## config.mk

```make
export PLATFORM = sky130hd
export DESIGN_NAME = mpbs_out_fifo
export DESIGN_NICKNAME = d
export VERILOG_FILES = /design/src/multi_pattern_byte_scanner_core_defines.svh /design/src/mpbs_pkg.sv /design/src/mpbs_out_fifo.sv
export SDC_FILE = /design/constraint.sdc
export NUM_CORES = 1
export LEC_CHECK = 0
export BUFFER_PORTS_ARGS = -buffer_cell sky130_fd_sc_hd__buf_4
export CORE_AREA = 2 2 246 272
export DETAILED_ROUTE_END_ITERATION = 10
export DIE_AREA = 0 0 248 274
export REMOVE_ABC_BUFFERS = 1
export SLEW_MARGIN = 20
export SYNTH_ARGS = -nofsm -noshare
export SYNTH_HDL_FRONTEND = slang
export SYNTH_SLANG_ARGS = --single-unit
export TNS_END_PERCENT = 10
```

## constraint.sdc

```tcl
create_clock -name clk -period 9 [get_ports clk]
set_input_delay 0.45 -clock clk [delete_from_list [all_inputs] [get_ports clk]]
set_output_delay 0.45 -clock clk [all_outputs]
set_load 0.05 [all_outputs]
```

## src/multi_pattern_byte_scanner_core_defines.svh

```systemverilog
// ----------------------------------------------------------------------------
// Multi-pattern byte scanner assertion macros
// Shared concurrent assertion wrappers, empty when SYNTHESIS is defined.
// ----------------------------------------------------------------------------
`ifndef MULTI_PATTERN_BYTE_SCANNER_CORE_DEFINES_SVH
`define MULTI_PATTERN_BYTE_SCANNER_CORE_DEFINES_SVH

`ifndef SYNTHESIS
`define MPBS_ASSERT(lbl, prop, msg) \
  lbl: assert property (@(posedge clk) disable iff (!rst_n) (prop)) else $error(msg);
`define MPBS_ASSERT_NEXT(lbl, cond, prop, msg) \
  lbl: assert property (@(posedge clk) disable iff (!rst_n) (cond) |=> (prop)) else $error(msg);
`else
`define MPBS_ASSERT(lbl, prop, msg)
`define MPBS_ASSERT_NEXT(lbl, cond, prop, msg)
`endif

`endif

```

## src/mpbs_pkg.sv

```systemverilog
// ----------------------------------------------------------------------------
// Multi-pattern byte scanner package
// Payload types, opcodes, table sizes and the case folding function.
// ----------------------------------------------------------------------------
`timescale 1ns / 1ps

package mpbs_pkg;

  localparam int MAX_NODES    = 1024;
  localparam int MAX_PATTERNS = 64;
  localparam int NODE_W       = 10;
  localparam int BYTE_W       = 8;
  localparam int PAT_W        = 64;
  localparam int TRANS_AW     = NODE_W + BYTE_W;

  localparam logic [PAT_W-1:0] PAT_MASK = {PAT_W{1'b1}} >> (PAT_W - MAX_PATTERNS);

  localparam logic [BYTE_W-1:0] CHAR_UPPER_A = 8'h41;
  localparam logic [BYTE_W-1:0] CHAR_UPPER_Z = 8'h5A;
  localparam logic [BYTE_W-1:0] CASE_BIT     = 8'h20;

  localparam int FIFO_DEPTH = 4;
  localparam int FIFO_AW    = 2;
  localparam int CNT_W      = 3;

  typedef enum logic [1:0] {
    OP_LOAD_TRANS = 2'd0,
    OP_LOAD_MASK  = 2'd1,
    OP_SCAN       = 2'd2,
    OP_RESERVED   = 2'd3
  } opcode_t;

  typedef struct packed {
    logic [1:0]        opcode;
    logic [NODE_W-1:0] node_index;
    logic [BYTE_W-1:0] data_byte;
    logic [NODE_W-1:0] next_node;
    logic [PAT_W-1:0]  pattern_mask;
    logic              end_of_text;
  } in_t;

  typedef struct packed {
    logic [PAT_W-1:0] hit_mask;
    logic [PAT_W-1:0] seen_mask;
    logic             any_match;
    logic             text_done;
  } out_t;

  function automatic logic [BYTE_W-1:0] fold_case(input logic [BYTE_W-1:0] b);
    fold_case = ((b >= CHAR_UPPER_A) && (b <= CHAR_UPPER_Z)) ? (b | CASE_BIT) : b;
  endfunction

endpackage

```

## src/mpbs_out_fifo.sv

```systemverilog
// ----------------------------------------------------------------------------
// Multi-pattern byte scanner result queue
// Small register queue that holds results until the output transfer.
// ----------------------------------------------------------------------------
`timescale 1ns / 1ps

module mpbs_out_fifo (
  input  logic                clk,
  input  logic                rst_n,
  input  logic                push,
  input  mpbs_pkg::out_t      push_data,
  output logic                out_valid,
  input  logic                out_ready,
  output mpbs_pkg::out_t      out_data
);

  mpbs_pkg::out_t                   entry_r [mpbs_pkg::FIFO_DEPTH-1:0];
  logic [mpbs_pkg::FIFO_AW-1:0]     wr_ptr_r, wr_ptr_nxt;
  logic [mpbs_pkg::FIFO_AW-1:0]     rd_ptr_r, rd_ptr_nxt;
  logic [mpbs_pkg::CNT_W-1:0]       count_r, count_nxt;
  logic                             pop;

  assign out_valid = (count_r != '0);
  assign out_data  = entry_r[rd_ptr_r];
  assign pop       = out_valid && out_ready;

  always_comb begin
    wr_ptr_nxt = push ? wr_ptr_r + 1'b1 : wr_ptr_r;
    rd_ptr_nxt = pop  ? rd_ptr_r + 1'b1 : rd_ptr_r;
    count_nxt  = count_r + mpbs_pkg::CNT_W'(push) - mpbs_pkg::CNT_W'(pop);
  end

  always_ff @(posedge clk) begin
    if (!rst_n) begin
      wr_ptr_r <= '0;
      rd_ptr_r <= '0;
      count_r  <= '0;
    end else begin
      wr_ptr_r <= wr_ptr_nxt;
      rd_ptr_r <= rd_ptr_nxt;
      count_r  <= count_nxt;
    end
  end

  always_ff @(posedge clk) begin
    if (push) begin
      entry_r[wr_ptr_r] <= push_data;
    end
  end

endmodule

```

==> results_tabular.tex <==
\begin{tabular}{lr}
\hline
Metric & Value \\
\hline
\multicolumn{2}{l}{\textbf{Clock tree}} \\
Cts bufs inserted & 54 \\
Level count of the clock H-tree & 2 \\
Setup bufs post-CTS & 0 \\
Clock root cell & sky130\_fd\_sc\_hd\_\_clkbuf\_16 \\
Sink count of the clock tree & about 530 \\
Post-cts sizing count & 0 \\
Clock tree from TritonCTS & done \\
Clock-pin slew on the worst setup and hold paths & $\sim$60 ps \\
Clock latency on the worst-skew pair & slightly below 600 ps \\
CTS hold repair buffers & 0 \\
Clock Tree Buf Depth & 3 \\
\multicolumn{2}{l}{\textbf{Power and ir drop}} \\
Switching pwr & roughly 0.0021 W \\
Fraction of power spent switching nets & 0.307 \\
Static leakage & approximately 8 nW \\
Combinational Power Share & 0.257 \\
Share of power burned in registers & 0.426 \\
Maximum resistive drop on vdd & 0.000194 V \\
Portion of total power attributed to the clock network & 0.316 \\
Power Dens Cells & approximately 280 nW/um\^{}2 \\
Int Power & between 0.004 and 0.005 W \\
\multicolumn{2}{l}{\textbf{Global route}} \\
Largest net degree at the start of global routing & 63 \\
All-layer global routing usage & 0.118 \\
Overflow after GRT & 0 \\
Number of global-route vias before repair & 9534 \\
First-pass GRT wire length & 59400 um \\
Number of antenna violations at the first check in global routing & 3 \\
\multicolumn{2}{l}{\textbf{Place}} \\
Last weighted congestion value of the routability-driven placer & 0.690 \\
Input/output buffers & 264 \\
Detailed Place HPWL & between 20000 and 25000 um \\
Area after DPL & 22200 sq um \\
\multicolumn{2}{l}{\textbf{Critical path}} \\
Critical path data required time & approximately 8600 ps \\
Setup slack on the worst flop-to-flop path & 6650 ps \\
Worst R2R Path Depth & 4 \\
Most Frequent Cell on Critical Path & sky130\_fd\_sc\_hd\_\_buf\_4 \\
Crit Path Class & reg2out \\
Type of element launching the critical path & flip-flop \\
Beginning of the worst register-to-register path & wr\_ptr\_r[0]\$\_SDFFE\_PN0P\_ \\
Dominant delay contributor by cell family on the critical path & buffers and inverters \\
Type of element capturing the critical path & primary output \\
R2r endpoint & entry\_r[2][82]\$\_DFFE\_PP\_ \\
Critical path's slowest cell & sky130\_fd\_sc\_hd\_\_buf\_4 \\
Peak per-stage delay on the critical path & 740 ps \\
Signal arrival time at the worst endpoint & 3470 ps \\
Number of buffers and inverters on the critical path & 3 \\
Critical path cell sequence & buf\_4 -> buf\_4 -> mux4\_2 -> buf\_4 \\
Maximum fanout encountered on the critical timing path & 40 \\
\multicolumn{2}{l}{\textbf{Timing}} \\
Final clock skew & between 10 and 15 ps \\
Worst max-slew margin expressed relative to the limit & 0.315 \\
Max Slew Vio Count & 0 \\
Worst-margin pin slew & 1030 ps \\
Timing-limited maximum frequency & 255 MHz \\
Share of the clock period used by the worst path & 0.436 \\
Sum of negative setup slack & 0 ps \\
Number of setup violations in the final report & 0 \\
Count of endpoints failing hold in the final timing report & 0 \\
Unrepaired setup endpoints after global routing & false \\
Post-layout min period & 3920 ps \\
\multicolumn{2}{l}{\textbf{Die}} \\
Horizontal die dimension & $\sim$250 um \\
Core area & between 60000 and 70000 sq um \\
Number of rows created at floorplan & between 90 and 100 \\
Initial Utilization & 0.295 \\
I/O pin count & 265 \\
Area of the die & 68000 sq um \\
Die H & around 270 um \\
\multicolumn{2}{l}{\textbf{Drt}} \\
Number of DRC markers after the initial detailed-route iteration & about 500 \\
Number of optimization iterations in the first detailed-route pass & 4 \\
Total Routed Length & 40300 um \\
Vias after detailed routing & 8605 \\
Detailed-route vias per instance & 4.46 \\
Wire length per cell after detailed routing & 20.9 um \\
Detail Route Antenna Nets & 0 \\
Post-route DRC & 0 \\
\multicolumn{2}{l}{\textbf{Logic synthesis}} \\
Post-synthesis adder-cell area fraction & 0.00492 \\
Main combinational cell family by area after synthesis & multiplexers \\
Post-Synthesis Cells & slightly above 700 \\
Library cell occupying the most area in the post-synthesis netlist & sky130\_fd\_sc\_hd\_\_edfxtp\_1 \\
Simple-gate portion of the synthesized area & 0.00427 \\
Post-synthesis mux area share & 0.154 \\
Synthesized area divided by synthesized cell count & 26.7 sq um \\
Top cells by area, synth & sky130\_fd\_sc\_hd\_\_edfxtp\_1 81\%, sky130\_fd\_sc\_hd\_\_mux4\_2 15\%, sky130\_fd\_sc\_hd\_\_buf\_12 1.1\% \\
Warning count from the yosys run & 0 \\
Post-synth design cell area & 19300 sq um \\
Sequential share of the synthesized area & 0.817 \\
Post-synth cell types & 22 \\
Portion of synthesized cell area occupied by the leading cell type & 0.808 \\
Post-synthesis register bit count & 529 \\
Post-synthesis compound-gate area fraction & 0.000906 \\
Xor-xnor portion of the synthesized cell area & 0.00162 \\
\multicolumn{2}{l}{\textbf{Layout}} \\
Diode count & 0 \\
Leading cell types in the layout, fill and taps excluded & 520 x sky130\_fd\_sc\_hd\_\_edfxtp\_1, 277 x sky130\_fd\_sc\_hd\_\_buf\_4, 130 x sky130\_fd\_sc\_hd\_\_mux4\_2 \\
Area added between synthesis and finish & 23.6\% \\
Filler Cell Count & 5952 \\
Total number of nets in the final design & 1168 \\
Share of post-route cells with drive strength above 1 & 0.456 \\
Sequential Area & 15800 sq um \\
Most frequent standard cell in the layout excluding fill and tap cells & sky130\_fd\_sc\_hd\_\_edfxtp\_1 \\
Final instance area & 23900 sq um \\
Area taken by multi-input logic gates & 3200 sq um \\
\multicolumn{2}{l}{\textbf{Min path}} \\
Hold Crit Class & in2reg \\
Worst Hold Path Cells & 1 \\
Critical hold path startpoint & push\_data[16] \\
Endpoint with the worst hold slack & entry\_r[0][16]\$\_DFFE\_PP\_ \\
\multicolumn{2}{l}{\textbf{Status}} \\
Status & completed \\
\multicolumn{2}{l}{\textbf{Flow run}} \\
Max-Cap Viols & 0 \\
\hline
\end{tabular}
[flip-flops by register name (all words and copies together), names as in the netlist, named ones only]
name	flops
entry_r	520
count_r	3
wr_ptr_r	2
rd_ptr_r	2
[stage by stage]
stage	hold slack [ps]	utilization	cells	power, W	worst slack, ps
6_report	58.7	0.365	1928	0.00678	5080
3_3_place_gp	450	0.339	1829	0.00471	5500
4_1_cts	9.66	0.365	1928	0.00690	4840
2_1_floorplan	449	-	694	0.00423	2260
5_1_grt	16.9	0.365	1928	0.00706	4730
3_5_place_dp	459	0.339	1829	0.00473	5510
[power by group through the flow]
stage | Combinational [W] | Clock [W] | Sequential [W]
6_report | 0.00174 | 0.00215 | 0.00289
5_1_grt | 0.00184 | 0.00231 | 0.00290
4_1_cts | 0.00179 | 0.00222 | 0.00290
3_5_place_dp | 0.00178 | 0 | 0.00295
3_3_place_gp | 0.00177 | 0 | 0.00294
2_1_floorplan | 0.00119 | 0 | 0.00304
[final cells by class]
cell class | instances | share of cell area
clock buffer | 72 | 0.0621
clock inverter | 27 | 0.00922
inverter | 6 | 0.000943
multi-input combinational | 159 | 0.134
sequential | 529 | 0.662
tap | 858 | 0.0449
timing repair buffer | 277 | 0.0871
[per-layer routing]
| metal | track usage | up-vias | share of wire |
|---|---|---|---|
| li1 | - | 3731 | - |
| met1 | 0.141 | 4597 | 0.39 |
| met2 | 0.201 | 207 | 0.51 |
| met3 | 0.0411 | 64 | 0.076 |
| met4 | 0.0367 | 6 | 0.024 |
| met5 | 0 | - | 0.00097 |
[cell families (layout without fill, tap and decap cells)]
| logic type | count (synthesis) | in the layout |
|---|---|---|
| flip-flops | 529 | 529 |
| multiplexers | 134 | 134 |
| buffers and inverters | 35 | 382 |
| AND/OR/NAND/NOR | 14 | 14 |
| adder cells (fa/ha/maj) | 7 | 7 |
| AO/OA/AOI/OAI | 2 | 2 |
| XOR/XNOR | 2 | 2 |
[synthesized netlist by cell type (all sizes together)]
cell / instances
and2: 8
buf: 28
clkbuf: 1
dfxtp: 9
edfxtp: 520
fa: 1
ha: 6
inv: 6
mux2i: 4
mux4: 130
nand2: 2
nand2b: 2
nor2b: 1
o311ai: 1
o31a: 1
or3: 1
xnor3: 1
xor2: 1
[how the worst max path moves through the flow]
| stage | startpoint | to | slack, ps | cells past startpoint |
|---|---|---|---|---|
| detailed placement | flip-flop | out_data[9] | 5510 | 4 |
| finish | flip-flop | out_data[94] | 5080 | 4 |
| CTS | flip-flop | out_data[9] | 4840 | 4 |
| global route | flip-flop | out_data[94] | 4730 | 4 |
| floorplan | flip-flop | out_data[0] | 2260 | 1 |
| global placement | flip-flop | out_data[94] | 5500 | 4 |
Note: power is estimated with default switching activity, not from simulation.
